--- config.mk ---
export PLATFORM = sky130hd
export DESIGN_NAME = m68k_long_effective_address_unit_top
export DESIGN_NICKNAME = d
export VERILOG_FILES = /design/src/sv/m68kea_pkg.sv /design/src/sv/m68kea_ram.sv /design/src/sv/m68k_long_effective_address_unit_top.sv
export SDC_FILE = /design/constraint.sdc
export NUM_CORES = 1
export LEC_CHECK = 0
export BUFFER_PORTS_ARGS = -buffer_cell sky130_fd_sc_hd__buf_2
export CAP_MARGIN = 20
export CORE_MARGIN = 1
export CORE_UTILIZATION = 35
export CTS_CLUSTER_DIAMETER = 40
export DETAILED_ROUTE_END_ITERATION = 10
export GPL_TIMING_DRIVEN = 1
export PLACE_DENSITY_LB_ADDON = 0.3
export SYNTH_ARGS = -nofsm -noshare
export SYNTH_HDL_FRONTEND = slang
export SYNTH_SLANG_ARGS = --single-unit
--- constraint.sdc ---
create_clock -name clock -period 8.9 [get_ports clock]
set_input_delay 1.78 -clock clock [delete_from_list [all_inputs] [get_ports clock]]
set_output_delay 1.78 -clock clock [all_outputs]
set_load 0.05 [all_outputs]
--- src/sv/m68kea_pkg.sv ---
// Shared codes and types of the 68000 long effective-address unit.
package m68kea_pkg;

   // Kind of operand location reported with each result.
   typedef enum logic [2:0] {
      LOC_DREG = 3'd0,
      LOC_AREG = 3'd1,
      LOC_MEM  = 3'd2,
      LOC_IMM  = 3'd3,
      LOC_SR   = 3'd4
   } loc_kind_type;

   // Item operations carried in the request tuser bit.
   localparam logic OP_COMPUTE = 1'b0;
   localparam logic OP_WRITE   = 1'b1;

   // Addressing-mode bit positions in the legal execute and flag masks.
   typedef enum logic [3:0] {
      EA_DREG    = 4'd0,
      EA_AREG    = 4'd1,
      EA_IND     = 4'd2,
      EA_POSTINC = 4'd3,
      EA_PREDEC  = 4'd4,
      EA_DISP    = 4'd5,
      EA_INDEX   = 4'd6,
      EA_ABSW    = 4'd7,
      EA_ABSL    = 4'd8,
      EA_PCDISP  = 4'd9,
      EA_PCINDEX = 4'd10,
      EA_IMM     = 4'd11,
      EA_SR      = 4'd12
   } ea_bit_type;

   localparam logic [2:0] MODE_EXTENDED = 3'd7;
   localparam logic [2:0] XREG_IMM      = 3'd4;
   localparam int         MASK_W        = 13;
   localparam int         RF_DEPTH      = 16;
   localparam int         RF_AW         = 4;
   localparam int         EXT_LONG_IDX  = 11;

   localparam logic [2:0] ADV_NONE = 3'd0;
   localparam logic [2:0] ADV_WORD = 3'd2;
   localparam logic [2:0] ADV_LONG = 3'd4;

endpackage

--- src/sv/m68kea_ram.sv ---
// Generic synchronous RAM with one write port and two registered read ports.
module m68kea_ram #(
   parameter int WIDTH = 32,
   parameter int DEPTH = 16
) (
   input  logic                     clock,
   input  logic                     wr_en,
   input  logic [$clog2(DEPTH)-1:0] wr_addr,
   input  logic [WIDTH-1:0]         wr_data,
   input  logic                     rd_en,
   input  logic [$clog2(DEPTH)-1:0] rd_addr_a,
   input  logic [$clog2(DEPTH)-1:0] rd_addr_b,
   output logic [WIDTH-1:0]         rd_data_a,
   output logic [WIDTH-1:0]         rd_data_b
);

   logic [WIDTH-1:0] mem_ff [DEPTH];
   logic [WIDTH-1:0] rd_data_a_ff;
   logic [WIDTH-1:0] rd_data_b_ff;

   always_ff @(posedge clock) begin
      if (wr_en) begin
         mem_ff[wr_addr] <= wr_data;
      end
      if (rd_en) begin
         rd_data_a_ff <= mem_ff[rd_addr_a];
         rd_data_b_ff <= mem_ff[rd_addr_b];
      end
   end

   assign rd_data_a = rd_data_a_ff;
   assign rd_data_b = rd_data_b_ff;

endmodule

--- src/sv/m68k_long_effective_address_unit_top.sv ---
// Top level of the 68000 long effective-address unit with its register file.
//
// Requests arrive on the req_ stream: tuser selects a compute item (0) or a
// register write item (1), tdata carries the mode, register, PC, extension
// words, legal masks and the write index and value. Every request produces
// exactly one response on the rsp_ stream: location kind in tuser, the rest
// of the operand description in tdata. Write items answer with all zeros.
//
// The sixteen data and address registers live in a small RAM with two
// registered read ports, one for the base address register and one for the
// index register. A transfer on req_ issues the reads; in the decode stage the
// operand is decoded, post-increment or pre-decrement is written back, and
// the result is loaded into the response register when that stage advances.
// Throughput is one item per cycle while the receiver does not stall, set by
// the single RAM write port; a write that lands in the same cycle as a read
// is forwarded from a bypass register.
//
// Synchronous reset clears the register valid bits, so every register reads
// as zero until written, and empties the pipeline. When the receiver stalls,
// the response holds, one more item waits in the decode stage, and req_tready
// drops once both are full.
module m68k_long_effective_address_unit_top
   import m68kea_pkg::*;
(
   input  logic         clock,
   input  logic         reset,
   input  logic         req_tvalid,
   output logic         req_tready,
   // tdata: mode[2:0], reg_num[5:3], instr_pc[37:6], ext_word[53:38],
   // ext_long[85:54], legal_exec_mask[98:86], legal_flag_mask[111:99],
   // write_index[115:112], write_value[147:116], zero fill[151:148]
   input  logic [151:0] req_tdata,
   // tuser: operation[0]
   input  logic         req_tuser,
   output logic         rsp_tvalid,
   input  logic         rsp_tready,
   // tdata: location_reg[2:0], operand_address[34:3], immediate_value[66:35],
   // writes_back[67], sets_flags[68], illegal[69], pc_advance[72:70],
   // zero fill[79:73]
   output logic [79:0]  rsp_tdata,
   // tuser: location_kind[2:0]
   output logic [2:0]   rsp_tuser
);

   // Decode stage registers.
   logic                s1_valid_ff;
   logic                s1_op_ff;
   logic [2:0]          s1_mode_ff;
   logic [2:0]          s1_reg_ff;
   logic [31:0]         s1_pc_ff;
   logic [15:0]         s1_ext_ff;
   logic [31:0]         s1_long_ff;
   logic [MASK_W-1:0]   s1_exec_ff;
   logic [MASK_W-1:0]   s1_flag_ff;
   logic [RF_AW-1:0]    s1_widx_ff;
   logic [31:0]         s1_wval_ff;
   logic [RF_AW-1:0]    rd_addr_a_ff;
   logic [RF_AW-1:0]    rd_addr_b_ff;
   logic                rd_valid_a_ff;
   logic                rd_valid_b_ff;

   // Register valid bits and write bypass.
   logic [RF_DEPTH-1:0] rf_valid_ff;
   logic                fwd_valid_ff;
   logic [RF_AW-1:0]    fwd_addr_ff;
   logic [31:0]         fwd_data_ff;

   // Response register.
   logic                rsp_valid_ff;
   loc_kind_type        rsp_kind_ff;
   logic [2:0]          rsp_lreg_ff;
   logic [31:0]         rsp_addr_ff;
   logic [31:0]         rsp_imm_ff;
   logic                rsp_wb_ff;
   logic                rsp_flags_ff;
   logic                rsp_illegal_ff;
   logic [2:0]          rsp_adv_ff;

   loc_kind_type        rsp_kind_in;
   logic [2:0]          rsp_lreg_in;
   logic [31:0]         rsp_addr_in;
   logic [31:0]         rsp_imm_in;
   logic                rsp_wb_in;
   logic                rsp_flags_in;
   logic                rsp_illegal_in;
   logic [2:0]          rsp_adv_in;

   logic                req_accept;
   logic                s1_advance;
   logic [RF_AW-1:0]    rd_addr_a;
   logic [RF_AW-1:0]    rd_addr_b;
   logic [31:0]         ram_data_a;
   logic [31:0]         ram_data_b;
   logic [31:0]         base_reg;
   logic [31:0]         index_reg;
   logic [31:0]         index_val;
   logic [31:0]         index_base;
   logic [31:0]         index_sum;
   logic [31:0]         disp16;
   logic                ok;
   ea_bit_type          ea_bit;
   logic                ram_wr_en;
   logic [RF_AW-1:0]    ram_wr_addr;
   logic [31:0]         ram_wr_data;

   assign s1_advance = !rsp_valid_ff || rsp_tready;
   assign req_tready = !s1_valid_ff || s1_advance;
   assign req_accept = req_tvalid && req_tready;

   // Port A reads the base address register, port B the index register.
   assign rd_addr_a = {1'b1, req_tdata[5:3]};
   assign rd_addr_b = req_tdata[53:50];

   m68kea_ram #(
      .WIDTH(32),
      .DEPTH(RF_DEPTH)
   ) u_regfile (
      .clock    (clock),
      .wr_en    (ram_wr_en),
      .wr_addr  (ram_wr_addr),
      .wr_data  (ram_wr_data),
      .rd_en    (req_accept),
      .rd_addr_a(rd_addr_a),
      .rd_addr_b(rd_addr_b),
      .rd_data_a(ram_data_a),
      .rd_data_b(ram_data_b)
   );

   always_ff @(posedge clock) begin
      if (reset) begin
         s1_valid_ff <= 1'b0;
      end else if (req_tready) begin
         s1_valid_ff <= req_tvalid;
      end
   end

   always_ff @(posedge clock) begin
      if (req_accept) begin
         s1_op_ff      <= req_tuser;
         s1_mode_ff    <= req_tdata[2:0];
         s1_reg_ff     <= req_tdata[5:3];
         s1_pc_ff      <= req_tdata[37:6];
         s1_ext_ff     <= req_tdata[53:38];
         s1_long_ff    <= req_tdata[85:54];
         s1_exec_ff    <= req_tdata[98:86];
         s1_flag_ff    <= req_tdata[111:99];
         s1_widx_ff    <= req_tdata[115:112];
         s1_wval_ff    <= req_tdata[147:116];
         rd_addr_a_ff  <= rd_addr_a;
         rd_addr_b_ff  <= rd_addr_b;
         rd_valid_a_ff <= rf_valid_ff[rd_addr_a];
         rd_valid_b_ff <= rf_valid_ff[rd_addr_b];
      end
   end

   // The RAM returns the old word when a write lands at the read edge; the
   // bypass always holds the latest write and takes precedence.
   always_comb begin
      if (fwd_valid_ff && (fwd_addr_ff == rd_addr_a_ff)) begin
         base_reg = fwd_data_ff;
      end else begin
         base_reg = rd_valid_a_ff ? ram_data_a : 32'd0;
      end
      if (fwd_valid_ff && (fwd_addr_ff == rd_addr_b_ff)) begin
         index_reg = fwd_data_ff;
      end else begin
         index_reg = rd_valid_b_ff ? ram_data_b : 32'd0;
      end
   end

   assign disp16     = {{16{s1_ext_ff[15]}}, s1_ext_ff};
   assign index_val  = s1_ext_ff[EXT_LONG_IDX] ? index_reg
                                               : {{16{index_reg[15]}}, index_reg[15:0]};
   assign index_base = (s1_mode_ff == MODE_EXTENDED) ? s1_pc_ff : base_reg;
   assign index_sum  = index_base + {{24{s1_ext_ff[7]}}, s1_ext_ff[7:0]} + index_val;

   // Pick the mask bit that governs this mode.
   always_comb begin
      ea_bit = EA_DREG;
      ok     = 1'b0;
      if (s1_mode_ff != MODE_EXTENDED) begin
         ea_bit = ea_bit_type'({1'b0, s1_mode_ff});
         ok     = s1_exec_ff[s1_mode_ff];
      end else if (s1_reg_ff < XREG_IMM) begin
         ea_bit = ea_bit_type'(4'd7 + {2'b00, s1_reg_ff[1:0]});
         ok     = s1_exec_ff[4'd7 + {2'b00, s1_reg_ff[1:0]}];
      end else if (s1_reg_ff == XREG_IMM) begin
         if (s1_exec_ff[EA_IMM]) begin
            ea_bit = EA_IMM;
            ok     = 1'b1;
         end else if (s1_exec_ff[EA_SR]) begin
            ea_bit = EA_SR;
            ok     = 1'b1;
         end
      end
   end

   always_comb begin
      rsp_kind_in    = LOC_DREG;
      rsp_lreg_in    = 3'd0;
      rsp_addr_in    = 32'd0;
      rsp_imm_in     = 32'd0;
      rsp_wb_in      = 1'b0;
      rsp_flags_in   = 1'b0;
      rsp_illegal_in = 1'b0;
      rsp_adv_in     = ADV_NONE;
      ram_wr_en      = 1'b0;
      ram_wr_addr    = s1_widx_ff;
      ram_wr_data    = s1_wval_ff;
      if (s1_op_ff == OP_WRITE) begin
         ram_wr_en = s1_valid_ff && s1_advance;
      end else if (!ok) begin
         rsp_illegal_in = 1'b1;
      end else begin
         rsp_wb_in    = 1'b1;
         rsp_flags_in = (ea_bit == EA_SR) ? 1'b0 : s1_flag_ff[ea_bit];
         ram_wr_addr  = {1'b1, s1_reg_ff};
         case (ea_bit)
            EA_DREG: begin
               rsp_kind_in = LOC_DREG;
               rsp_lreg_in = s1_reg_ff;
            end
            EA_AREG: begin
               rsp_kind_in = LOC_AREG;
               rsp_lreg_in = s1_reg_ff;
            end
            EA_IND: begin
               rsp_kind_in = LOC_MEM;
               rsp_addr_in = base_reg;
            end
            EA_POSTINC: begin
               rsp_kind_in = LOC_MEM;
               rsp_addr_in = base_reg;
               ram_wr_data = base_reg + 32'd4;
               ram_wr_en   = s1_valid_ff && s1_advance;
            end
            EA_PREDEC: begin
               rsp_kind_in = LOC_MEM;
               rsp_addr_in = base_reg - 32'd4;
               ram_wr_data = base_reg - 32'd4;
               ram_wr_en   = s1_valid_ff && s1_advance;
            end
            EA_DISP: begin
               rsp_kind_in = LOC_MEM;
               rsp_addr_in = base_reg + disp16;
               rsp_adv_in  = ADV_WORD;
            end
            EA_INDEX: begin
               rsp_kind_in = LOC_MEM;
               rsp_addr_in = index_sum;
               rsp_adv_in  = ADV_WORD;
            end
            EA_ABSW: begin
               rsp_kind_in = LOC_MEM;
               rsp_addr_in = disp16;
               rsp_adv_in  = ADV_WORD;
            end
            EA_ABSL: begin
               rsp_kind_in = LOC_MEM;
               rsp_addr_in = s1_long_ff;
               rsp_adv_in  = ADV_LONG;
            end
            EA_PCDISP: begin
               rsp_kind_in = LOC_MEM;
               rsp_addr_in = s1_pc_ff + disp16;
               rsp_adv_in  = ADV_WORD;
               rsp_wb_in   = 1'b0;
            end
            EA_PCINDEX: begin
               rsp_kind_in = LOC_MEM;
               rsp_addr_in = index_sum;
               rsp_adv_in  = ADV_WORD;
               rsp_wb_in   = 1'b0;
            end
            EA_IMM: begin
               rsp_kind_in = LOC_IMM;
               rsp_imm_in  = s1_long_ff;
               rsp_adv_in  = ADV_LONG;
               rsp_wb_in   = 1'b0;
            end
            default: begin
               rsp_kind_in = LOC_SR;
            end
         endcase
      end
   end

   always_ff @(posedge clock) begin
      if (reset) begin
         rf_valid_ff  <= '0;
         fwd_valid_ff <= 1'b0;
      end else if (ram_wr_en) begin
         rf_valid_ff[ram_wr_addr] <= 1'b1;
         fwd_valid_ff             <= 1'b1;
      end
   end

   always_ff @(posedge clock) begin
      if (ram_wr_en) begin
         fwd_addr_ff <= ram_wr_addr;
         fwd_data_ff <= ram_wr_data;
      end
   end

   always_ff @(posedge clock) begin
      if (reset) begin
         rsp_valid_ff <= 1'b0;
      end else if (s1_advance) begin
         rsp_valid_ff <= s1_valid_ff;
      end
   end

   always_ff @(posedge clock) begin
      if (s1_valid_ff && s1_advance) begin
         rsp_kind_ff    <= rsp_kind_in;
         rsp_lreg_ff    <= rsp_lreg_in;
         rsp_addr_ff    <= rsp_addr_in;
         rsp_imm_ff     <= rsp_imm_in;
         rsp_wb_ff      <= rsp_wb_in;
         rsp_flags_ff   <= rsp_flags_in;
         rsp_illegal_ff <= rsp_illegal_in;
         rsp_adv_ff     <= rsp_adv_in;
      end
   end

   assign rsp_tvalid = rsp_valid_ff;
   assign rsp_tuser  = rsp_kind_ff;
   assign rsp_tdata  = {7'd0, rsp_adv_ff, rsp_illegal_ff, rsp_flags_ff, rsp_wb_ff,
                        rsp_imm_ff, rsp_addr_ff, rsp_lreg_ff};

   // Reset leaves no response pending.
   a_reset_empty: assert property (@(posedge clock) reset |=> !rsp_tvalid)
      else $error("response valid after reset");

   // The register file changes only when the decode stage hands off its item.
   a_write_on_advance: assert property (@(posedge clock) disable iff (reset)
      ram_wr_en |-> (s1_valid_ff && s1_advance))
      else $error("register write without a decode hand-off");

   // The bypass captures every register write.
   a_bypass_tracks: assert property (@(posedge clock) disable iff (reset)
      ram_wr_en |=> (fwd_valid_ff && (fwd_addr_ff == $past(ram_wr_addr))
                     && (fwd_data_ff == $past(ram_wr_data))))
      else $error("bypass missed a register write");

   // An illegal result carries no location and no extension.
   a_illegal_clean: assert property (@(posedge clock) disable iff (reset)
      (rsp_tvalid && rsp_illegal_ff) |-> ((rsp_kind_ff == LOC_DREG) && (rsp_addr_ff == 32'd0)
                                          && !rsp_wb_ff && (rsp_adv_ff == ADV_NONE)))
      else $error("illegal result with operand fields set");

   // The PC advance is always a whole number of extension words.
   a_adv_range: assert property (@(posedge clock) disable iff (reset)
      rsp_tvalid |-> ((rsp_adv_ff == ADV_NONE) || (rsp_adv_ff == ADV_WORD)
                      || (rsp_adv_ff == ADV_LONG)))
      else $error("pc advance out of range");

endmodule
==> results.json, run 1 <==
{
  "fp_rows": 125,
  "layout_min_cycle_time_ps": 6330,
  "ys.flop_type": "sky130_fd_sc_hd__edfxtp_1",
  "min_delay_worst_endpoint": "rf_valid_ff[5]$_SDFFE_PP0P_",
  "globalplace.congestion": 0.917,
  "post_synth_inst_count": 2777,
  "clkTransAtPathRegs_ps": 60,
  "status": "completed",
  "rsz0062_at_grt": "no",
  "initial_core_util_pct": 35.4,
  "cts_num_sinks": 856,
  "route.final.wire_length_mm": 114,
  "crit-reg2reg-launch": "rd_addr_a_ff[2]$_DFFE_PP_",
  "synth.yosys.seq_area_share_pct": 61.8,
  "final.period_utilization_pct": 71.2,
  "type_of_origin_of_the_critical_path": "register",
  "tightest_slew_ps": 1090,
  "yosys-mux-area-fraction_pct": 14.5,
  "placement.io_buffers": 228,
  "cts_root_buf": "sky130_fd_sc_hd__clkbuf_16",
  "synthDistinctLibCells": 84,
  "max_freq_mhz": 158,
  "finish.net_count": 3306,
  "overall_die_area_um2": 119000,
  "timing.reg2reg.setup_slack_ps": 2570,
  "route.detailed.wl_per_inst_um": 24.6,
  "boundaryPins": 242,
  "number_of_antenna_violations_at_the_first_check_in_global_routing": 11,
  "yosys.area_share.adder_pct": 3.78,
  "cts_setup_buffers": 0,
  "power_density_nw_per_um2": 209,
  "synth_enable_flop_cells": 837,
  "maximum_number_of_pins_on_one_net_before_global_route_repair": 151,
  "drc": 0,
  "drive_above_1_share_pct": 26.3,
  "grt_pass1_wl_mm": 168,
  "timing.critical_path.arrival_ps": 6720,
  "clock-skew-final_ps": 23.0,
  "timing.critical_path.fanout_max": 16,
  "cts_tree": "done",
  "design_area_um2": 48000,
  "maxCapViolations": 0,
  "grtUsageTotal_pct": 19.0,
  "yosysWarningCount": 0,
  "ctsLongestPathBuffers": 3,
  "clock_insertion_delay_worst_skew_ps": 670,
  "dominant_combinational_cell_family_by_area_after_synthesis": "multiplexers",
  "dp_hpwl_mm": 75.3,
  "layoutNonFillerInstCount": 4653,
  "die-height_um": 345,
  "synth_compound_area_share_pct": 8.00,
  "pre_cts_slack_ps": 2590,
  "postLayoutSetupSlackWorst_ps": 2570,
  "drt-vias-per-instance": 5.42,
  "placed_cells_incl_taps": 4462,
  "fp.dieW_um": 345,
  "drt-initial-drc-count": 2199,
  "postPlaceCellArea_um2": 44500,
  "min_path_cells": 2,
  "cp_data_required_time_ps": 9290,
  "finalPower_mw": 10.0,
  "worst_r2r_endpoint": "rsp_addr_ff[13]$_SDFFCE_PP0P_",
  "ys_seq_elements": 856,
  "cts-htree-levels": 3,
  "ir_drop_v": 0.000157,
  "core_area_um2": 117000,
  "post_cts_resized": 0,
  "synth-xor-area-share_pct": 2.25,
  "worst_hold_slack_ps": 468,
  "setup_viol": 0,
  "syn2layout_area_growth_pct": 16.4,
  "post_synth_and_or_nand_nor_area_fraction_pct": 7.17,
  "min-delay-path-class": "register to register",
  "cts_hold_buffers": 0,
  "p_leak_nw": 16.7,
  "fin_setup_tns_ps": 0,
  "cts-buffers-inserted": 101,
  "cp-end-kind": "register",
  "holdCritStartpoint": "rf_valid_ff[5]$_SDFFE_PP0P_",
  "via_count_of_the_first_global_routing_pass": 25100,
  "postLayoutCoreUtil_pct": 41.2,
  "detail-route-antenna-nets": 0,
  "grt_overflow_total": 0,
  "via_count": 25200,
  "async_reset_ff_share_pct": 0,
  "critical_path_class": "register to register",
  "maxSlewViolCount": 0,
  "relSlewSlack_pct": 27.6,
  "finalHoldViolations": 0,
  "synth_area_per_cell_um2": 14.9,
  "syn_area_um2": 41300,
  "router_iterations_before_antenna_repair": 6,
  "ff2ff_path_depth": 19
}
## metal layers
metal	share of wire, %	GRT usage, %	up-vias
met5	0.087	0	-
met4	2.0	4.62	16
met3	6.6	3.26	148
met2	48	31.2	834
met1	43	26.1	12800
li1	-	-	11400
## where the power goes
group          total [mW]  internal, mW  switching, mW
combinational        1.17         0.441          0.731
sequential           4.66          4.58         0.0801
clock                4.21          2.50           1.71
total                10.0          7.52           2.52
## cells in the final DEF, fill, tap and decap left out, types with 18 or more instances in the layout
cell                        count
sky130_fd_sc_hd__nor2_4        18
sky130_fd_sc_hd__inv_1         93
sky130_fd_sc_hd__mux4_2       236
sky130_fd_sc_hd__xnor2_1       54
sky130_fd_sc_hd__nor2_1       160
sky130_fd_sc_hd__nor3_1        24
sky130_fd_sc_hd__a31oi_1       20
sky130_fd_sc_hd__mux2_2        37
sky130_fd_sc_hd__dfxtp_1       19
sky130_fd_sc_hd__fa_1          33
sky130_fd_sc_hd__edfxtp_1     837
sky130_fd_sc_hd__ha_1          72
sky130_fd_sc_hd__clkbuf_16    104
sky130_fd_sc_hd__a21oi_1      190
sky130_fd_sc_hd__buf_4         82
sky130_fd_sc_hd__and3_1        44
sky130_fd_sc_hd__xor2_1        52
sky130_fd_sc_hd__o21ai_0      131
sky130_fd_sc_hd__buf_2        225
sky130_fd_sc_hd__and2_1        45
sky130_fd_sc_hd__a21o_1        25
sky130_fd_sc_hd__nand3_1       51
sky130_fd_sc_hd__nand2_1      207
## worst max-delay path, stage by stage (launching register included)
cell                        delay (ps)
sky130_fd_sc_hd__edfxtp_1          620
sky130_fd_sc_hd__xor2_1            300
sky130_fd_sc_hd__or4_1             930
sky130_fd_sc_hd__and3_1            340
sky130_fd_sc_hd__a21oi_1           470
sky130_fd_sc_hd__nand2_1           100
sky130_fd_sc_hd__o21ai_0           130
sky130_fd_sc_hd__fa_1              460
sky130_fd_sc_hd__inv_1              70
sky130_fd_sc_hd__ha_1              150
sky130_fd_sc_hd__inv_1              60
sky130_fd_sc_hd__fa_1              460
sky130_fd_sc_hd__nor2b_1           120
sky130_fd_sc_hd__o21ai_0           130
sky130_fd_sc_hd__a21oi_1           260
sky130_fd_sc_hd__nor2_1            100
sky130_fd_sc_hd__o21ai_0           450
sky130_fd_sc_hd__a2111oi_0         200
sky130_fd_sc_hd__a2111oi_0         550
sky130_fd_sc_hd__a21oi_1           130
## sequential cells by signal (all words and copies together), names as in the netlist, 32 cells and up
signal / count
fwd_data_ff: 32
rsp_addr_ff: 32
rsp_imm_ff: 32
s1_long_ff: 32
s1_pc_ff: 32
s1_wval_ff: 32
u_regfile.mem_ff: 512
u_regfile.rd_data_a: 32
u_regfile.rd_data_b: 32
## area by class of cell
type                    instances  area (um2)
clock buffers                 114        2660
flip-flops and latches        856       25500
diodes                          1        2.50
well taps                    1524        1910
repair buffers                312        1820
multi-input cells            1679       14900
inverters                      94         354
fillers                     10600       68500
clock inverters                73         813
## logic make-up after synthesis
kind of cell	Yosys count
mux	294
simple gates	633
flops	856
other cells	1
xor+xnor	106
buf+inv	249
compound gates	533
fa+ha+maj	105
## cell usage after synthesis, drive strengths merged, types with 25 or more instances
cell,count,share of area [%]
a21o,25,0.45
a21oi,195,2.4
and2,47,0.72
and3,44,0.67
buf,45,0.61
clkbuf,110,1.0
edfxtp,837,61
fa,33,1.6
ha,72,2.2
inv,94,0.86
mux2,38,1.0
mux4,236,13
nand2,208,1.9
nand3,53,0.64
nor2,182,1.7
nor3,25,0.32
o21ai,137,1.7
xnor2,54,1.1
xor2,52,1.1
## worst max path at each step
stage                                          from                       endpoint  slack, ps  cells after the start
after global placement    rd_addr_a_ff[2]$_DFFE_PP_  rsp_addr_ff[13]$_SDFFCE_PP0P_       2540                     19
after global routing      rd_addr_a_ff[2]$_DFFE_PP_  rsp_addr_ff[13]$_SDFFCE_PP0P_       2120                     19
after floorplan                          rsp_tready      rd_addr_a_ff[0]$_DFFE_PP_       1150                      3
final                     rd_addr_a_ff[2]$_DFFE_PP_  rsp_addr_ff[13]$_SDFFCE_PP0P_       2570                     19
after CTS                 rd_addr_a_ff[2]$_DFFE_PP_  rsp_addr_ff[31]$_SDFFCE_PP0P_       2580                     20
after detailed placement  rd_addr_a_ff[2]$_DFFE_PP_  rsp_addr_ff[31]$_SDFFCE_PP0P_       2590                     20
(Power assumes the default switching activity.)
==> inputs of run 2 (changes only) <==
- clock period: 8.9 -> 6.6 ns (I/O delays scaled with it)
==> run 2 against run 1 <==
  * Sequential power up 35%
  * Largest power group unchanged
  * Critical path depth up 2
  * Utilization up 0.30 points
  * First-iteration DRC count down 2.7%
  * Die area unchanged
  * Cell area up 0.74%
  * Critical path type unchanged
  * Clock-buffer cell count up 3
==> results.json, run 2 (synthesis gave the netlist of run 1 again) <==
{
  "n_fill_cell": 10500,
  "min-delay-path-class": "register to register",
  "ff2ff_path_depth": 21,
  "top_register": "u_regfile.mem_ff",
  "timing.critical_path.arrival_ps": 6410,
  "syn2layout_area_growth_pct": 17.2,
  "drt-initial-drc-count": 2140,
  "grt_overflow_total": 0,
  "cts-htree-levels": 3,
  "count_of_inserted_antenna_diode_cells": 0,
  "ir_drop_v": 0.000236,
  "status": "completed",
  "power.sequential.fraction_pct": 45.6,
  "drt-vias-per-instance": 5.45,
  "largest_register_ff_count": 512,
  "fp.dieW_um": 345,
  "cell_internal_pwr_mw": 10.3,
  "rsz0062_at_grt": "no",
  "max_freq_mhz": 167,
  "worst_r2r_endpoint": "rsp_addr_ff[29]$_SDFFCE_PP0P_",
  "holdCritStartpoint": "rf_valid_ff[7]$_SDFFE_PP0P_",
  "clockPowerShare_pct": 42.7,
  "cp_slowest_cell": "sky130_fd_sc_hd__nor4_4",
  "timing.critical_path.fanout_max": 18,
  "number_of_antenna_violations_at_the_first_check_in_global_routing": 9,
  "timing.reg2reg.setup_slack_ps": 590,
  "cts-buffers-inserted": 103,
  "layout_min_cycle_time_ps": 6010,
  "core_area_um2": 117000,
  "via_count": 25500,
  "cp_data_required_time_ps": 7000,
  "postLayoutSetupSlackWorst_ps": 594,
  "worst_path_dominant_cell_family": "compound AO/OA/AOI/OAI gates",
  "final.period_utilization_pct": 91.0,
  "router_iterations_before_antenna_repair": 5,
  "route.final.wire_length_mm": 116,
  "detail-route-antenna-nets": 0,
  "cts_root_buf": "sky130_fd_sc_hd__clkbuf_16",
  "clock-skew-final_ps": 28.7,
  "timing.critical_path.slowest_cell_delay_ps": 890,
  "placement.io_buffers": 228,
  "setup_viol": 0,
  "most-common-layout-cells": "sky130_fd_sc_hd__edfxtp_1, sky130_fd_sc_hd__mux4_2, sky130_fd_sc_hd__buf_2",
  "die-height_um": 345,
  "via_count_of_the_first_global_routing_pass": 25200,
  "overall_die_area_um2": 119000,
  "route.detailed.wl_per_inst_um": 24.7,
  "type_of_origin_of_the_critical_path": "register",
  "layout.cells.most_common": "sky130_fd_sc_hd__edfxtp_1",
  "fin_setup_tns_ps": 0,
  "cp-end-kind": "register",
  "boundaryPins": 242,
  "cts_num_sinks": 856,
  "clock_insertion_delay_worst_skew_ps": 690,
  "maximum_number_of_pins_on_one_net_before_global_route_repair": 95,
  "cp_depth": 21,
  "crit-reg2reg-launch": "rd_addr_a_ff[0]$_DFFE_PP_",
  "p_switching_mw": 3.47,
  "min_path_cells": 2,
  "tightest_slew_ps": 1090,
  "p_sw_share_pct": 25.2,
  "min_delay_worst_endpoint": "rf_valid_ff[7]$_SDFFE_PP0P_",
  "ctsLongestPathBuffers": 3,
  "finalHoldViolations": 0,
  "p_leak_nw": 16.9,
  "pwr-share-comb_pct": 11.7,
  "maxSlewViolCount": 0,
  "layoutNonFillerInstCount": 4685,
  "cts_tree": "done",
  "grtUsageTotal_pct": 19.2,
  "startpoint": "rd_addr_a_ff[0]$_DFFE_PP_",
  "globalplace.congestion": 0.918,
  "critical_path_class": "register to register",
  "fp_rows": 125,
  "finish.net_count": 3337,
  "relSlewSlack_pct": 27.1,
  "timing.critical_path.cells": "xor2_1 > nor4_4 > buf_4 > a21oi_1 > nand2_1 > o21ai_0 > fa_1 > inv_1 > ha_1 > inv_1 > fa_1 > nor2b_1 > o21ai_0 > a21oi_1 > o21ai_0 > a21oi_1 > o211ai_1 > a21oi_1 > o21ai_0 > nand3_1 > a21oi_1",
  "maxCapViolations": 0,
  "cp.buffers_inverters": 3,
  "initial_core_util_pct": 35.4,
  "clkTransAtPathRegs_ps": 50,
  "pre_cts_slack_ps": 605,
  "drive_above_1_share_pct": 27.1,
  "drc": 0,
  "placed_cells_incl_taps": 4491,
  "power_density_nw_per_um2": 284,
  "grt_pass1_wl_mm": 169,
  "dp_hpwl_mm": 79.9,
  "cts_setup_buffers": 0,
  "most_prevalent_standard_cell_on_the_critical_path": "sky130_fd_sc_hd__a21oi_1"
}
## run 2: changes by cell type in the layout (fill, tap and decap cells not counted), moves of 2 or more
cell,change
sky130_fd_sc_hd__buf_12,+4
sky130_fd_sc_hd__buf_4,+26
sky130_fd_sc_hd__bufinv_16,+3
sky130_fd_sc_hd__clkbuf_1,+4
sky130_fd_sc_hd__clkbuf_8,-2
sky130_fd_sc_hd__clkinv_1,-4
sky130_fd_sc_hd__clkinv_2,-5
sky130_fd_sc_hd__clkinv_8,-2
sky130_fd_sc_hd__clkinvlp_4,+4
sky130_fd_sc_hd__inv_6,+4
sky130_fd_sc_hd__inv_8,+2
## run 2: per-stage QoR
step           util (%)  instance area [um2]  power, mW  hold WS [ps]
3_3_place_gp       38.4                44800       7.98           443
2_1_floorplan         -                41300       7.47           431
4_1_cts            41.5                48300       13.8           469
3_5_place_dp       38.4                44800       7.98           455
6_report           41.5                48400       13.8           466
5_1_grt            41.5                48400       14.2           495
## run 2: layout make-up
class	count	area (um2)	share of cell area, %
sequential	856	25500	52.7
multi-input combinational	1679	14900	30.9
clock buffer	117	2670	5.52
timing repair buffer	341	2080	4.30
tap	1524	1910	3.94
clock inverter	74	898	1.86
inverter	94	354	0.732
## run 2: how the worst max path moves through the flow
stage                                         end
detailed placement  rsp_addr_ff[29]$_SDFFCE_PP0P_
floorplan           rsp_addr_ff[30]$_SDFFCE_PP0P_
global placement    rsp_addr_ff[13]$_SDFFCE_PP0P_
CTS                 rsp_addr_ff[29]$_SDFFCE_PP0P_
finish              rsp_addr_ff[29]$_SDFFCE_PP0P_
global route        rsp_addr_ff[13]$_SDFFCE_PP0P_
## run 2: worst min-delay path, delay by kind of cell, from the launching register on
kind,cells,cell delay (ps)
simple gates,1,70
compound gates,1,40
flops,1,320
## run 2: what timing repair did
item,CTS,global route
hold buffers,0,0
resized for setup,0,0
endpoints found under the setup margin,0,1
## run 2: power by group through the flow
stage	clock, mW	sequential [mW]	combinational (mW)
final	5.87	6.27	1.61
after global routing	6.17	6.28	1.76
after CTS	5.97	6.27	1.61
after detailed placement	0	6.38	1.60
after global placement	0	6.38	1.60
after floorplan	0	6.42	1.05
## run 2: metal layers
| metal | track usage [%] | share of wire (%) |
|---|---|---|
| met2 | 31.1 | 48 |
| met3 | 3.06 | 5.9 |
| met5 | 0 | 0.089 |
| met4 | 5.76 | 2.5 |
| met1 | 26.4 | 44 |
